<file path="src/sv/swbs_ram.sv">
// Generic single-write, single-read RAM with a registered read port.
module swbs_ram #(
	parameter int WIDTH = 32,
	parameter int DEPTH = 128
) (
	input  logic                                      clk,
	input  logic                                      we,
	input  logic [((DEPTH > 1) ? $clog2(DEPTH) : 1)-1:0] waddr,
	input  logic [WIDTH-1:0]                          wdata,
	input  logic                                      re,
	input  logic [((DEPTH > 1) ? $clog2(DEPTH) : 1)-1:0] raddr,
	output logic [WIDTH-1:0]                          rdata
);

	logic [WIDTH-1:0] mem_q [DEPTH];
	logic [WIDTH-1:0] rdata_q;

	always_ff @(posedge clk) begin
		if (we) begin
			mem_q[waddr] <= wdata;
		end
		if (re) begin
			rdata_q <= mem_q[raddr];
		end
	end

	assign rdata = rdata_q;

endmodule

</file>
<file path="config.mk">
export PLATFORM = sky130hd
export DESIGN_NAME = swbs_ram
export DESIGN_NICKNAME = d
export VERILOG_FILES = /design/src/sv/swbs_ram.sv
export SDC_FILE = /design/constraint.sdc
export NUM_CORES = 2
export LEC_CHECK = 0
export BUFFER_PORTS_ARGS = -buffer_cell sky130_fd_sc_hd__buf_2
export CORE_ASPECT_RATIO = 0.9
export CORE_MARGIN = 3
export CORE_UTILIZATION = 36
export CTS_CLUSTER_DIAMETER = 30
export DETAILED_ROUTE_END_ITERATION = 8
export HOLD_SLACK_MARGIN = 0.05
export PLACE_DENSITY_LB_ADDON = 0.1
export SYNTH_ARGS = -nofsm -noshare
export SYNTH_HDL_FRONTEND = slang
export SYNTH_SLANG_ARGS = --single-unit
export TNS_END_PERCENT = 20
</file>
<file path="constraint.sdc">
create_clock -name clk -period 10.45 [get_ports clk]
set_input_delay 0.5225 -clock clk [delete_from_list [all_inputs] [get_ports clk]]
set_output_delay 0.5225 -clock clk [all_outputs]
set_load 0.005 [all_outputs]
</file>
* Word level (Yosys, flattened, before mapping) *
Memory sizes are Yosys's and may differ from the RTL's. A register that Yosys moved wholly into a read port is not among the register bits.
Cells that the tools add are included.
W data, S select, Z words.

storage, ports and cells
  register bits after elaboration = 0
  RAM bits = 4096
  input bits = 49
  output and inout port bits = 32
  word-level logic and storage cells = 3
  memories kept = 1

operators by class
  mux-type cells = 2

memory list
  memory  words  width  rd ports  clocked after Yosys merged registers in  wr ports  line  source
  mem_q   128    32     1         1                                        1         15    logic [WIDTH-1:0] mem_q [DEPTH];

operators by type and width
  cell     count
  $mux W1  2

* Longest topological paths before layout *
  depth after elaboration = 2
  gate-level depth with buffers = 8
  mapped depth without buffers = 4

* Worst setup path before layout *
Ideal clock, no wire load.

  kind = input port to flip-flop
  start = input port we
  end = memory mem_q[98][0] (enable)
  setup time = 0.461 ns
  data arrival time = 3.300 ns
  required time = 9.989 ns
  setup slack = 6.689 ns
  stages on the path = 3
  path buffers = 1
  cell sequence = clkbuf_1 > nand4_1 > nor3_1

between the ends
  cells in the longest elaborated chain, start to end = 2

RTL lines
  item                           line  source
  start: declaration             7     input logic we,
  $mux W1                        19    if (we) begin
  $mux W1 (not written as such)  20    mem_q[waddr] <= wdata;
  end: declaration               15

Every way passes these cells.

==> flow_summary.ini <==
[setup_path]
cp_common_cell = mux4_2
crit_required_ps = 11260
cp-start-kind = input pin
crit_path_cell_trace = buf_8 > buf_12 > buf_4 > mux4_2 > mux4_2 > mux4_2 > mux2_2
critPathMaxStageDelay_ps = 840
cp_top_family = multiplexers
cp_slowest_cell = buf_4
critPathKind = in -> reg
crit_arrival_ps = 4850
crit_path_end_kind = register
cp_num_buf_inv = 3
crit_fanout = 87

[status]
status = finished, final reports clean

[clock_tree]
clock-sinks = 4128
clock-root-buffer = clkbuf_16
cts_buffer_depth = 4
clk_pin_slew_ps = 50
cts-buffers-inserted = 879
cts_htree_levels = 6
post_cts_buffers = 0
cts_hold_buf = 32
tritoncts = built
cts_resized = 0
clk-insertion-delay-late_ps = 1110

[yosys]
syn-cell-area_sq_um = 157000
seq_area_frac_synth_pct = 79.2
avgSynthCellArea_sq_um = 26.1
yosysUniqueCellTypes = 16
syn-num-nets = 6039
synth_top_area_share_pct = 79.2
syn_inst = 5990
synth_area_leaders = edfxtp_1 79%, mux4_2 19%, clkbuf_1 0.44%
ys_ff_latch = 4128
ys_warn_count = 0
synth.largest_area_cell = edfxtp_1

[route]
drt-vias-per-instance = 5.49
avgRoutedWirePerCell_um = 35.5
antenna_left = 0
drcViolationCount = 0
drt-total-wl_um = 478000
firstDrtPassIters = 5
via_count = 74000
drt-initial-drc-count = 8541

[timing]
fin_skew_ps = 48.2
setup_viol = 0
final-max-slew-violation-count = 0
rsz0062_at_grt = false
layout_setup_ws_ps = 6410
max_slew.worst_pin.slew_ps = 1130
timing.final.crit_share_pct = 38.7
layout_min_cycle_time_ps = 4040
setup_tns_ps = 0
max_slew_margin_pct = 24.4
max_clock_freq_mhz = 247
finalHoldViolations = 0

[finish]
final_cell_mix = 4128 x edfxtp_1, 1344 x mux4_2, 886 x clkbuf_16
final_util_pct = 45.4
drive_gt1_share_pct = 42.0
fin_cells = 13467
layout_commonest_cell = edfxtp_1
nNetsFinal = 6941
area_growth_pct = 25.5

[global_route]
grt_pass1_wl_um = 654000
grt_max_degree = 93
grt.busiest_layer = met2
grt_util_met3_pct = 3.96
grt.overflow.total = 0
grt_use_total_pct = 21.5
use_met2_pct = 33.4
antenna_found_initial = 69
use_met1_pct = 31.5
grt_pass1_vias = 78005

[pwr]
vdd_drop_max_mv = 0.179
p_sw_share_pct = 21.5
p_total_mw = 48.0
leakagePower_nw = 62.2
p_seq_share_pct = 38.4
power.internal_mw = 37.7
p_per_area_nw_per_um2 = 244
p_comb_share_pct = 3.8
clockPowerShare_pct = 57.8
p_sw_mw = 10.3

[run]
cap_violations = 0

[place]
dp_slack_ps = 5350
post-place-cells = 11754
dp_hpwl_um = 251000
io_buffers = 80
gp_congestion = 0.748

[floorplan]
design.portCount = 81
dieArea_sq_um = 443000
coreArea_sq_um = 433000
die_h_um = 632
rows = 229
start_util_pct = 36.2
die_w_um = 701

[min_path]
min-delay-path-class = in -> reg
==> synth_stat cells, drive strengths merged <==
cell type  instances
mux4            1344
mux2              32
nand2             14
nand4              3
nor2             122
nand2b             2
edfxtp          4128
clkbuf           182
or3                1
nor3               9
nor2b              7
nand3             12
buf              134
==> metrics by stage <==
step	area [sq um]	hold WS (ps)
finish	196000	121
global placement	166000	953
global route	196000	150
detailed placement	166000	957
floorplan	157000	621
CTS	196000	50.7
==> state kept, by name (all words and copies together), names as in the netlist <==
signal / cells
mem_q: 4096
rdata: 32
==> area by class of cell <==
type                    count  area (sq um)
clock buffers             985         22500
flip-flops and latches   4128        124000
multi-input cells        1546         32300
well taps                5775          7230
clock inverters           647          7610
diodes                     49           123
fillers                 35927        236000
repair buffers            337          2730
==> path summary, 6_finish.rpt <==
check / from / endpoint / slack [ps] / cells past startpoint
setup / recovery: raddr[2] / rdata[28] / 6410 / 7
hold / removal: wdata[5] / mem_q[40][5] / 120 / 1
setup reg to reg: mem_q[95][28] / rdata[28] / 7630 / 4
hold reg to reg: mem_q[28][7] / rdata[7] / 1220 / 4
==> power groups by stage <==
stage | registers [mW] | logic (mW) | clock network [mW]
after floorplan | 18.7 | 0.882 | 0
after global placement | 18.7 | 1.83 | 0
after detailed placement | 18.7 | 1.85 | 0
after CTS | 18.4 | 1.86 | 28.2
after global routing | 18.4 | 1.92 | 29.1
final | 18.4 | 1.82 | 27.7
==> per-layer routing <==
layer,share of wire (%),vias to the layer above
li1,-,28776
met1,44,41815
met4,2.1,12
met5,0.015,-
met3,6.5,637
met2,47,2760
==> logic make-up after synthesis <==
| kind of cell | synth area share, % |
|---|---|
| buffers and inverters | 0.837 |
| muxes | 19.6 |
| and+or+nand+nor | 0.445 |
| DFF | 79.2 |
Note: power is estimated with default switching activity, not from simulation.
