$ cat config.mk
export PLATFORM = sky130hd
export DESIGN_NAME = swbs_cell
export DESIGN_NICKNAME = d
export VERILOG_FILES = /design/src/sv/swbs_pkg.sv /design/src/sv/swbs_cell.sv
export SDC_FILE = /design/constraint.sdc
export NUM_CORES = 1
export LEC_CHECK = 0
export ABC_CLOCK_PERIOD_IN_PS = 6300
export BUFFER_PORTS_ARGS = -buffer_cell sky130_fd_sc_hd__buf_2
export CORE_ASPECT_RATIO = 0.5
export CORE_MARGIN = 3
export CORE_UTILIZATION = 50
export CTS_BUF_LIST = sky130_fd_sc_hd__clkbuf_2 sky130_fd_sc_hd__clkbuf_4 sky130_fd_sc_hd__clkbuf_8
export CTS_CLUSTER_DIAMETER = 40
export DETAILED_ROUTE_END_ITERATION = 10
export GPL_ROUTABILITY_DRIVEN = 0
export PLACE_DENSITY = 0.83
export REMOVE_ABC_BUFFERS = 1
export SYNTH_ARGS = -nofsm -noshare
export SYNTH_HDL_FRONTEND = slang
export SYNTH_SLANG_ARGS = --single-unit
$ cat constraint.sdc
create_clock -name clk -period 6.3 [get_ports clk]
set_input_delay 0.945 -clock clk [delete_from_list [all_inputs] [get_ports clk]]
set_output_delay 0.945 -clock clk [all_outputs]
set_load 0.1 [all_outputs]
$ cat src/sv/swbs_pkg.sv
// Shared types, constants and a function for the sliding window bit similarity search.
package swbs_pkg;

	localparam int WORD_W      = 32;
	localparam int PAT_IDX_W   = 7;
	localparam int CFG_W       = 8;
	localparam int SCORE_OUT_W = 13;

	localparam logic [1:0] OP_PATTERN = 2'd0;
	localparam logic [1:0] OP_DATA    = 2'd1;
	localparam logic [1:0] OP_CLEAR   = 2'd2;
	localparam logic [1:0] OP_REPORT  = 2'd3;

	typedef struct packed {
		logic [1:0]           op;
		logic [PAT_IDX_W-1:0] pattern_index;
		logic [WORD_W-1:0]    value;
	} swbs_in_t;

	typedef struct packed {
		logic [WORD_W-1:0]      window_start;
		logic [SCORE_OUT_W-1:0] best_score;
		logic                   found;
		logic                   overflowed;
		logic                   last;
	} swbs_out_t;

	typedef struct packed {
		logic                 shift;
		logic [WORD_W-1:0]    word;
		logic                 pat_we;
		logic [PAT_IDX_W-1:0] pat_idx;
	} swbs_chain_ctl_t;

	function automatic logic [5:0] ones32(input logic [WORD_W-1:0] x);
		logic [5:0] n;
		n = '0;
		for (int i = 0; i < WORD_W; i++) begin
			n = n + 6'(x[i]);
		end
		return n;
	endfunction

endpackage

$ cat src/sv/swbs_cell.sv
// One pattern cell: holds a pattern word and adds its bit agreement to the passing partial sum.
module swbs_cell import swbs_pkg::*; #(
	parameter int INDEX = 0,
	parameter int SUM_W = 13
) (
	input  logic            clk,
	input  swbs_chain_ctl_t ctl,
	input  logic [SUM_W-1:0] sum_in,
	output logic [SUM_W-1:0] sum_out
);

	localparam bit WRITABLE = (INDEX < (1 << PAT_IDX_W));

	logic [WORD_W-1:0] pattern_q;
	logic [SUM_W-1:0]  sum_q;
	logic [5:0]        agree;

	assign agree = ones32(~(pattern_q ^ ctl.word));

	always_ff @(posedge clk) begin
		if (ctl.pat_we && WRITABLE && (ctl.pat_idx == PAT_IDX_W'(INDEX))) begin
			pattern_q <= ctl.word;
		end
		if (ctl.shift) begin
			sum_q <= sum_in + SUM_W'(agree);
		end
	end

	assign sum_out = sum_q;

endmodule

# Word level (Yosys, flattened, before mapping)
# Index checks and enable logic that the tools add are counted.
# classes
n_addsub	32
bitwise_logic	2
n_reduce_logical	2
# op_table
cell	n
adder 6 x 1 -> 6 bit	26
inverter 32 bit	1
bitwise XOR 32 bit	1
adder 13 x 6 -> 13 bit	1
zero test 7 bit	1
adder 5 x 1 -> 6 bit	1
adder 4 x 1 -> 5 bit	1
adder 3 x 1 -> 4 bit	1
adder 2 x 1 -> 3 bit	1
adder 1 x 1 -> 2 bit	1
logical AND 1 bit	1
# word_totals
regBits	45
inputBits	55
out_inout_bits	13
word_cells	38

# Logic depth before layout (Yosys ltp)
# Gate-level depths: netlist (run 1).
# logic_depth
word_depth	34
mapped_depth	16
depth_no_buf	16

# Worst setup path before layout (run 1)
# Ideal clock, no wire load.
# synth_timing
kind	in2reg
start	in ctl[8] (netlist bit)
end	reg sum_q[6] (netlist: sum_out[6]), data pin
setup_ns	0.135
arrival_ns	5.837
t_required_ns	6.165
slack_ns	0.328
path_stages	16
n_path_buf	0
cell_sequence	xnor2_1 -> fa_1 -> inv_1 -> fa_1 -> fa_1 -> fa_1 -> fa_1 -> inv_1 -> fa_1 -> fa_1 -> inv_1 -> fa_1 -> nor2b_4 -> o31a_1 -> or4b_1 -> nand3_1
# synth_via
elab_chain_cells	34
# synth_rtl
element	line_no	source
start: declaration	swbs_cell.sv:7	input swbs_chain_ctl_t ctl,
bitwise XOR 32 bit	swbs_cell.sv:18	assign agree = ones32(~(pattern_q ^ ctl.word));
inverter 32 bit	swbs_cell.sv:18	
adder 1 x 1 -> 2 bit	swbs_pkg.sv:39	n = n + 6'(x[i]);
adder 2 x 1 -> 3 bit	swbs_pkg.sv:39	
adder 3 x 1 -> 4 bit	swbs_pkg.sv:39	
adder 4 x 1 -> 5 bit	swbs_pkg.sv:39	
adder 5 x 1 -> 6 bit	swbs_pkg.sv:39	
adder 6 x 1 -> 6 bit (26 in a row)	swbs_pkg.sv:39	
adder 13 x 6 -> 13 bit	swbs_cell.sv:25	sum_q <= sum_in + SUM_W'(agree);
end signal: assignment	swbs_cell.sv:25	
end: declaration	swbs_cell.sv:15	logic [SUM_W-1:0] sum_q;
# Every way passes these cells.
# A chain may end at the register's enable or synchronous reset.

# Final worst setup path (run 1)
# Ends and elaborated chain as after synthesis.

==> results of run 1 <==
-- flip-flops by register name, indices dropped and copies added (netlist names) --
register and count:
sum_out 13, pattern_q 32
-- logic make-up (layout without fill, tap and decap cells) --
kind of cell,Yosys count,after routing
compound gates,15,15
xor+xnor,41,41
fa+ha+maj,41,41
buf+inv,27,103
flops,45,45
mux,1,1
simple gates,21,21
-- area by class of cell --
type | count | area share, %
Tap cell | 70 | 2.69
Clock inverter | 3 | 0.384
Clock buffer | 5 | 2.11
Multi-Input combinational cell | 119 | 39.7
Inverter | 27 | 3.11
Timing Repair Buffer | 68 | 10.5
Sequential cell | 45 | 41.5
-- stage by stage --
step / utilization (%) / cell area, um2 / hold slack, ns
CTS: 63.8 / 3260 / 0.764
global placement: 62.2 / 3180 / 0.724
detailed placement: 62.2 / 3180 / 0.739
global route: 63.8 / 3260 / 0.796
floorplan: - / 2750 / 0.694
finish: 63.8 / 3260 / 0.750
-- worst min-delay path, cell delays in order, from the launching register on --
cell      delay [ns]
edfxtp_1        0.35
xnor2_1         0.14
fa_1            0.16
-- where the power goes --
group / internal, W / switching, W / leakage [nW] / total, W
Sequential: 0.000419 / 0.00000553 / 0.415 / 0.000425
Clock: 0.0000748 / 0.0000936 / 0.0430 / 0.000168
Combinational: 0.000419 / 0.000689 / 0.945 / 0.00111
-- per-layer routing --
| metal | track usage, % | vias to the layer above | routed length (um) |
|---|---|---|---|
| li1 | - | 796 | - |
| met1 | 18.3 | 739 | 1970 |
| met2 | 24.1 | 47 | 2080 |
| met3 | 4.11 | 7 | 265 |
| met4 | 5.09 | 0 | 61 |
| met5 | 0 | - | 0 |
-- worst max-delay path by stage --
| stage | endpoint | slack (ns) | depth (start not counted) |
|---|---|---|---|
| after floorplan | sum_out[6] | 0.33 | 16 |
| after global placement | sum_out[6] | 0.11 | 17 |
| after detailed placement | sum_out[6] | 0.02 | 17 |
| after CTS | sum_out[6] | 0.34 | 17 |
| after global routing | sum_out[6] | 0.16 | 17 |
| final | sum_out[6] | 0.35 | 17 |
-- cell usage after synthesis (3+ instances only) --
master	number	area share, %
a21oi_1	4	0.73
edfxtp_1	45	49
fa_1	26	19
ha_1	15	6.8
inv_1	27	3.7
nand2_1	3	0.41
nand3_1	3	0.55
nor2_1	5	0.68
o211ai_1	4	1.1
o21ai_0	4	0.73
xnor2_1	20	6.4
xor2_1	21	6.7
==> metrics, run 1 <==
status=finished clean; DR pass1 iterations=4; DRC Markers=0; cts repair resizes=0; Max Buffers Root-to-Sink=2; Worst Tran Pin Value=around 0.5 ns; Worst setup EP type=flop; MaxCap Viol Count=0; Mapped Area=~2700 um2; cell mode on critical path=fa_1; FF-to-FF End=sum_out[6]; DR WL/cell=13.0 um; setup violators final=0; I/O Buffers=67; setup TNS=0 ns; largest family of logic cells by synthesized area=adder cells; dpl cells=329; vias per cell=approximately 4.7; overall routed net length=4380 um; min Tclk post-route=5.95 ns; R2R depth=16; CTS tree=done; period utilisation layout=between 90 and 100%; Hold Crit Depth=2; Seq/Total Area, Yosys=49.2%; CP Data Arrival Time=between 6 and 7 ns; via count=1589; fin cells=337; Post-Synth Simple-Gate Area=4.46%; setup bufs post-CTS=0; Distinct cells, synth=24; Worst-Skew Late Latency=0.29 ns; CTS Hold Bufs=0; first-pass GRT wire length=7270 um; post-place setup slack=0.0201 ns; Synth async-reset ratio=0%; Worst R2R Start=pattern_q[0]; skew final=~0.0043 ns; Multi-input gate area=roughly 1300 um2; Synth Flop Type=edfxtp_1; CP Launch Type=primary input; RSZ-0062 raised after global routing=false; Ports=68; layout cells sized above 1=28.1%; antenna violations before repair=0; final hold violation count=0; 1st-iter DRT viols=32; Synth Warn #=0; f_max=0.168 GHz; Die X=111 um; CORE AREA=5110 um2; ANT nets after route=0; critical-path cell list=buf_2 > xnor2_1 > fa_1 > inv_1 > fa_1 > fa_1 > fa_1 > fa_1 > inv_1 > fa_1 > fa_1 > inv_1 > fa_1 > nor2b_4 > o31a_1 > or4b_1 > nand3_1; Clock Sinks=between 40 and 50; delay-heaviest family, CP=adder cells; WHS Endpoint=sum_out[0]; DP HPWL=3610 um; slowest stage cell on the critical path=fa_1; Rel. slew slack=67.7%; largest fanout on the critical path=6; diodes inserted=0; commonest non-fill, non-tap cells in the layout=buf_2 (67), edfxtp_1 (45), inv_1 (27); HP Start=pattern_q[1]; P_leak=~1.4 nW; Post-Synth XOR/XNOR Area=13.1%; Power Density=522 nW/um2; clock-pin slew on the worst setup and hold paths=~0.08 ns; Storage cell area=approximately 1400 um2; most common cell after layout, fill and taps aside=buf_2; total power=0.00170 W; Max Slew Vio Count=0; CP startpoint=ctl[8]; vias in the first global route=1650; Initial Utilization=53.7%; chip height=58.4 um; Total Routing Usage GR=14.3%; register bit total from synthesis=45; Buf/Inv on CP=4; Rows=18; largest net degree at the start of global routing=33; required time of the critical path=6.46 ns; grt ovf=0; fin nets=about 360; Synth Area in Compound Gates=3.46%; min-delay worst type=reg2reg; Root Buffer=clkbuf_8; R2R Setup Slk=a little under 0.7 ns; VDD IR max=0.000441 V; Post-Synth Adder-Cell Area=25.8%; fill count=377; synthesis-to-finish area growth=18.6%; total CTS buffers=5; cells after synthesis=191; Crit Path Class=in2reg; Final WS setup=0.354 ns; number of synthesized flops with an enable pin=45; post-synthesis average cell area=~14 um2; worst stage delay on the critical path=0.55 ns; die area=6470 um2; H-tree depth=2; mux cell area share after synthesis=0.364%
Note: power is estimated with default switching activity, not from simulation.
==> run 2, diff against run 1 <==
--- a/config.mk
+++ b/config.mk
@@ -7,14 +7,16 @@
 export LEC_CHECK = 0
 export ABC_CLOCK_PERIOD_IN_PS = 6300
 export BUFFER_PORTS_ARGS = -buffer_cell sky130_fd_sc_hd__buf_2
+export CELL_PAD_IN_SITES_DETAIL_PLACEMENT = 1
+export CELL_PAD_IN_SITES_GLOBAL_PLACEMENT = 1
 export CORE_ASPECT_RATIO = 0.5
-export CORE_MARGIN = 3
-export CORE_UTILIZATION = 50
+export CORE_UTILIZATION = 40
 export CTS_BUF_LIST = sky130_fd_sc_hd__clkbuf_2 sky130_fd_sc_hd__clkbuf_4 sky130_fd_sc_hd__clkbuf_8
 export CTS_CLUSTER_DIAMETER = 40
 export DETAILED_ROUTE_END_ITERATION = 10
 export GPL_ROUTABILITY_DRIVEN = 0
-export PLACE_DENSITY = 0.83
+export MAX_ROUTING_LAYER = met4
+export PLACE_DENSITY = 0.82
 export REMOVE_ABC_BUFFERS = 1
 export SYNTH_ARGS = -nofsm -noshare
 export SYNTH_HDL_FRONTEND = slang
==> run 2 against run 1 <==
Against the previous run:
- register-to-register slack hardly changed
- largest power group unchanged
- clock-buffer cell count stayed put
- hold slack worse by 0.017 ns
- total power up 2.8%
- highest routed layer unchanged
==> metrics, run 2 (synthesis gave the netlist of run 1 again) <==
antenna violations before repair=0; Rows=20; chip height=60.6 um; Top Metal Used=met4; Total Routing Usage GR=15.4%; power share of the combinational group=66.0%; ANT nets after route=0; most common cell after layout, fill and taps aside=buf_2; CORE AREA=6330 um2; largest net degree at the start of global routing=33; Rel. slew slack=67.3%; MaxCap Viol Count=0; hold slack=0.733 ns; min Tclk post-route=roughly 6.0 ns; CTS tree=done; Reg power frac=24.4%; sw frac=between 40 and 50%; P_leak=1.40 nW; final hold violation count=0; skew final=around 0.0038 ns; via count=1641; Hold Crit Depth=2; WL met2=2440 um; Biggest register=pattern_q; VDD IR max=0.000289 V; Initial Utilization=43.4%; Worst-Skew Late Latency=0.30 ns; post-place setup slack=0.000435 ns; Max Slew Vio Count=0; cts repair resizes=0; clock power share=under 10%; met3 WL=between 200 and 250 um; vias in the first global route=1669; Die X=119 um; overall routed net length=4890 um; R2R Setup Slk=0.68 ns; RSZ-0062 raised after global routing=false; Worst Tran Pin Value=0.494 ns; Power Density=534 nW/um2; DR pass1 iterations=4; min-delay worst type=reg2reg; DRC Markers=0; 1st-iter DRT viols=67; CTS Hold Bufs=0; fin cells=approximately 350; dpl cells=347; largest fanout on the critical path=6; die area=7220 um2; setup TNS=0 ns; Clock Sinks=45; synthesis-to-finish area growth=19.2%; FF-to-FF End=sum_out[6]; setup violators final=0; f_max=approximately 0.17 GHz; DR WL/cell=13.8 um; grt ovf=0; vias per cell=4.65; CP startpoint=ctl[8]; max reg flops=32; commonest non-fill, non-tap cells in the layout=buf_2 (67), edfxtp_1 (45), inv_1 (27); Root Buffer=clkbuf_8; clock-pin slew on the worst setup and hold paths=roughly 0.080 ns; R2R depth=16; Worst R2R Start=pattern_q[0]; Ports=68; required time of the critical path=about 6.5 ns; Int Pwr=0.000916 W; setup bufs post-CTS=0; CP Launch Type=primary input; P_sw=approximately 0.00083 W; diodes inserted=0; DP HPWL=4070 um; H-tree depth=2; status=finished clean; I/O Buffers=67; Crit Path Class=in2reg; period utilisation layout=about 95%; CP Data Arrival Time=6.14 ns; Worst setup EP type=flop; Max Buffers Root-to-Sink=2; Final WS setup=about 0.33 ns; DRT met1 WL=2180 um; Setup crit end=sum_out[6]; layout cells sized above 1=28.3%; fin nets=362; first-pass GRT wire length=roughly 8000 um; total CTS buffers=5
[run 2: changes by cell type in the layout (fill, tap and decap cells not counted), sizes merged]
cell,change
clkinv,-2
[run 2: power by group through the flow]
stage	Sequential, W	Combinational [W]	Clock, W
after floorplan	0.000657	0.000688	0
after global placement	0.000434	0.00109	0
after detailed placement	0.000434	0.00117	0
after CTS	0.000427	0.00118	0.000175
after global routing	0.000430	0.00128	0.000183
final	0.000427	0.00115	0.000168
[run 2: per-layer routing]
layer | global-route usage [%] | vias up
li1 | - | 790
met1 | 17.7 | 806
met2 | 27.3 | 40
met3 | 4.04 | 5
met4 | 4.34 | 0
met5 | - | -
[run 2: how the worst min path moves through the flow]
stage	from	end	slack, ns
after CTS	pattern_q[1]	sum_out[0]	0.75
final	pattern_q[1]	sum_out[0]	0.73
after global routing	pattern_q[1]	sum_out[0]	0.78
after global placement	pattern_q[1]	sum_out[0]	0.73
after detailed placement	pattern_q[1]	sum_out[0]	0.73
after floorplan	pattern_q[1]	sum_out[0]	0.69
[run 2: area by class of cell]
type / instances / area [um2]
sequential: 45 / 1350
multi-input combinational: 119 / 1290
fill: 656 / 3060
clock inverter: 1 / 5.00
tap: 88 / 110
timing repair buffer: 68 / 343
clock buffer: 5 / 68.8
inverter: 27 / 101
[run 2: per-stage QoR]
| stage | power, W | util, % | instance area (um2) |
|---|---|---|---|
| 2_1_floorplan | 0.00135 | - | 2750 |
| 3_3_place_gp | 0.00153 | 50.6 | 3200 |
| 3_5_place_dp | 0.00160 | 50.6 | 3200 |
| 4_1_cts | 0.00178 | 51.7 | 3270 |
| 5_1_grt | 0.00190 | 51.7 | 3270 |
| 6_report | 0.00175 | 51.7 | 3270 |
[run 2: worst max-delay path, cell delays in order]
cell,delay (ns)
buf_2,0.11
xnor2_1,0.14
fa_1,0.51
inv_1,0.05
fa_1,0.50
fa_1,0.54
fa_1,0.52
fa_1,0.54
inv_1,0.05
fa_1,0.50
fa_1,0.45
inv_1,0.08
fa_1,0.25
nor2b_4,0.06
o31a_1,0.30
or4b_1,0.50
nand3_1,0.09
==> run 3, diff against run 2 <==
--- a/config.mk
+++ b/config.mk
@@ -5,18 +5,18 @@
 export SDC_FILE = /design/constraint.sdc
 export NUM_CORES = 1
 export LEC_CHECK = 0
-export ABC_CLOCK_PERIOD_IN_PS = 6300
+export ABC_CLOCK_PERIOD_IN_PS = 6400
 export BUFFER_PORTS_ARGS = -buffer_cell sky130_fd_sc_hd__buf_2
 export CELL_PAD_IN_SITES_DETAIL_PLACEMENT = 1
 export CELL_PAD_IN_SITES_GLOBAL_PLACEMENT = 1
 export CORE_ASPECT_RATIO = 0.5
-export CORE_UTILIZATION = 40
+export CORE_UTILIZATION = 45
 export CTS_BUF_LIST = sky130_fd_sc_hd__clkbuf_2 sky130_fd_sc_hd__clkbuf_4 sky130_fd_sc_hd__clkbuf_8
 export CTS_CLUSTER_DIAMETER = 40
 export DETAILED_ROUTE_END_ITERATION = 10
 export GPL_ROUTABILITY_DRIVEN = 0
 export MAX_ROUTING_LAYER = met4
-export PLACE_DENSITY = 0.82
+export PLACE_DENSITY = 0.87
 export REMOVE_ABC_BUFFERS = 1
 export SYNTH_ARGS = -nofsm -noshare
 export SYNTH_HDL_FRONTEND = slang
==> constraint.sdc (replaced) <==
create_clock -name clk -period 6.4 [get_ports clk]
set_input_delay 0.96 -clock clk [delete_from_list [all_inputs] [get_ports clk]]
set_output_delay 0.96 -clock clk [all_outputs]
set_load 0.1 [all_outputs]
==> run 3 against run 2 <==
Against the previous run:
- clock power grew 11%
- cell count shrank 3.7%
- first-iteration DRC count is 3.0% lower
- hold slack better by 0.045 ns
- die area is 11% lower
- sequential share of layout area barely moved
- critical path depth unchanged
- largest power group unchanged
==> metrics, run 3 (synthesis gave the netlist of run 1 again) <==
status=finished clean; Clock Sinks=45; overall routed net length=just over 5000 um; period utilisation layout=between 90 and 100%; required time of the critical path=around 6.6 ns; RSZ-0062 raised after global routing=false; fin cells=340; min-delay worst type=reg2reg; MaxCap Viol Count=0; Max Slew Vio Count=0; Crit Path Class=in2reg; most common cell after layout, fill and taps aside=buf_2; Max Buffers Root-to-Sink=2; Post-DP Area=3180 um2; CTS tree=done; commonest non-fill, non-tap cells in the layout=buf_2 (67), edfxtp_1 (45), inv_1 (27); Worst setup EP type=flop; Rows=19; vias per cell=about 5; I/O Buffers=67; 1st-iter DRT viols=65; fill count=about 600; Biggest register=pattern_q; antenna violations before repair=0; Hold Crit Depth=2; VDD IR max=0.000228 V; ANT nets after route=0; HP Start=pattern_q[1]; Rel. slew slack=67.6%; clock-pin slew on the worst setup and hold paths=0.08 ns; Finished Cell Area=3270 um2; Worst-Skew Late Latency=0.31 ns; vias in the first global route=1848; Power Density=532 nW/um2; largest net degree at the start of global routing=33; P_leak=1.41 nW; Initial Utilization=48.4%; total CTS buffers=5; Root Buffer=clkbuf_8; setup violators final=0; first-pass GRT wire length=roughly 8600 um; CP Launch Type=primary input; skew final=0.00551 ns; diodes inserted=0; total power=0.00174 W; R2R depth=16; chip height=57.3 um; Total Routing Usage GR=between 10% and 20%; final hold violation count=0; Die X=113 um; setup TNS=0 ns; CP Data Arrival Time=6.21 ns; synthesis-to-finish area growth=19.1%; DR pass1 iterations=6; min Tclk post-route=6.04 ns; CORE AREA=5680 um2; H-tree depth=2; FF-to-FF End=sum_out[6]; R2R Setup Slk=just over 0.7 ns; DRC Markers=0; setup bufs post-CTS=0; cts repair resizes=0; DR WL/cell=around 15 um; via count=1662; max reg flops=32; fin nets=362; f_max=0.166 GHz; layout cells sized above 1=28.8%; Worst R2R Start=pattern_q[0]; grt ovf=0; CTS Hold Bufs=0; dpl cells=332; die area=6440 um2; WHS Endpoint=sum_out[0]; Worst Tran Pin Value=0.489 ns; Ports=68; DP HPWL=4250 um; largest fanout on the critical path=6
## run 3: worst max-delay path, stage by stage
cell and delay, ns:
buf_2 0.11, xnor2_1 0.15, fa_1 0.51, inv_1 0.06, fa_1 0.50, fa_1 0.53, fa_1 0.52, fa_1 0.55
inv_1 0.05, fa_1 0.50, fa_1 0.46, inv_1 0.08, fa_1 0.25, nor2b_4 0.06, o31a_1 0.31, or4b_1 0.49
nand3_1 0.11
## run 3: area by class of cell
class | count | area (um2) | area share, %
timing repair buffer | 68 | 343 | 10.5
clock buffer | 8 | 91.3 | 2.79
inverter | 27 | 101 | 3.10
sequential | 45 | 1350 | 41.3
tap | 73 | 91.3 | 2.79
multi-input combinational | 119 | 1290 | 39.6
## run 3: worst max path at each step
stage | start | end | slack, ns | depth (start not counted)
detailed placement | ctl[8] | sum_out[6] | 0.02 | 17
finish | ctl[8] | sum_out[6] | 0.36 | 17
global route | ctl[8] | sum_out[6] | 0.16 | 17
floorplan | ctl[8] | sum_out[6] | 0.41 | 16
CTS | ctl[8] | sum_out[6] | 0.34 | 17
global placement | ctl[8] | sum_out[6] | 0.17 | 17
## run 3: metrics by stage
stage / utilization, % / hold WS (ns) / worst slack (ns)
after detailed placement: 56.0 / 0.770 / 0.0201
after CTS: 57.6 / 0.795 / 0.339
after floorplan: - / 0.694 / 0.413
after global placement: 56.0 / 0.726 / 0.174
after global routing: 57.6 / 0.819 / 0.157
final: 57.6 / 0.778 / 0.360
## run 3: where the power goes
part	total (W)	switching [W]	internal [W]
Combinational	0.00113	0.000718	0.000417
Sequential	0.000421	0.00000802	0.000413
Clock	0.000186	0.0000953	0.0000904
## run 3: layer usage
layer	track usage, %	part of all wire (%)
met1	21.3	43
met2	32.3	52
met4	5.14	0.91
met3	5.10	4.6
met5	-	0
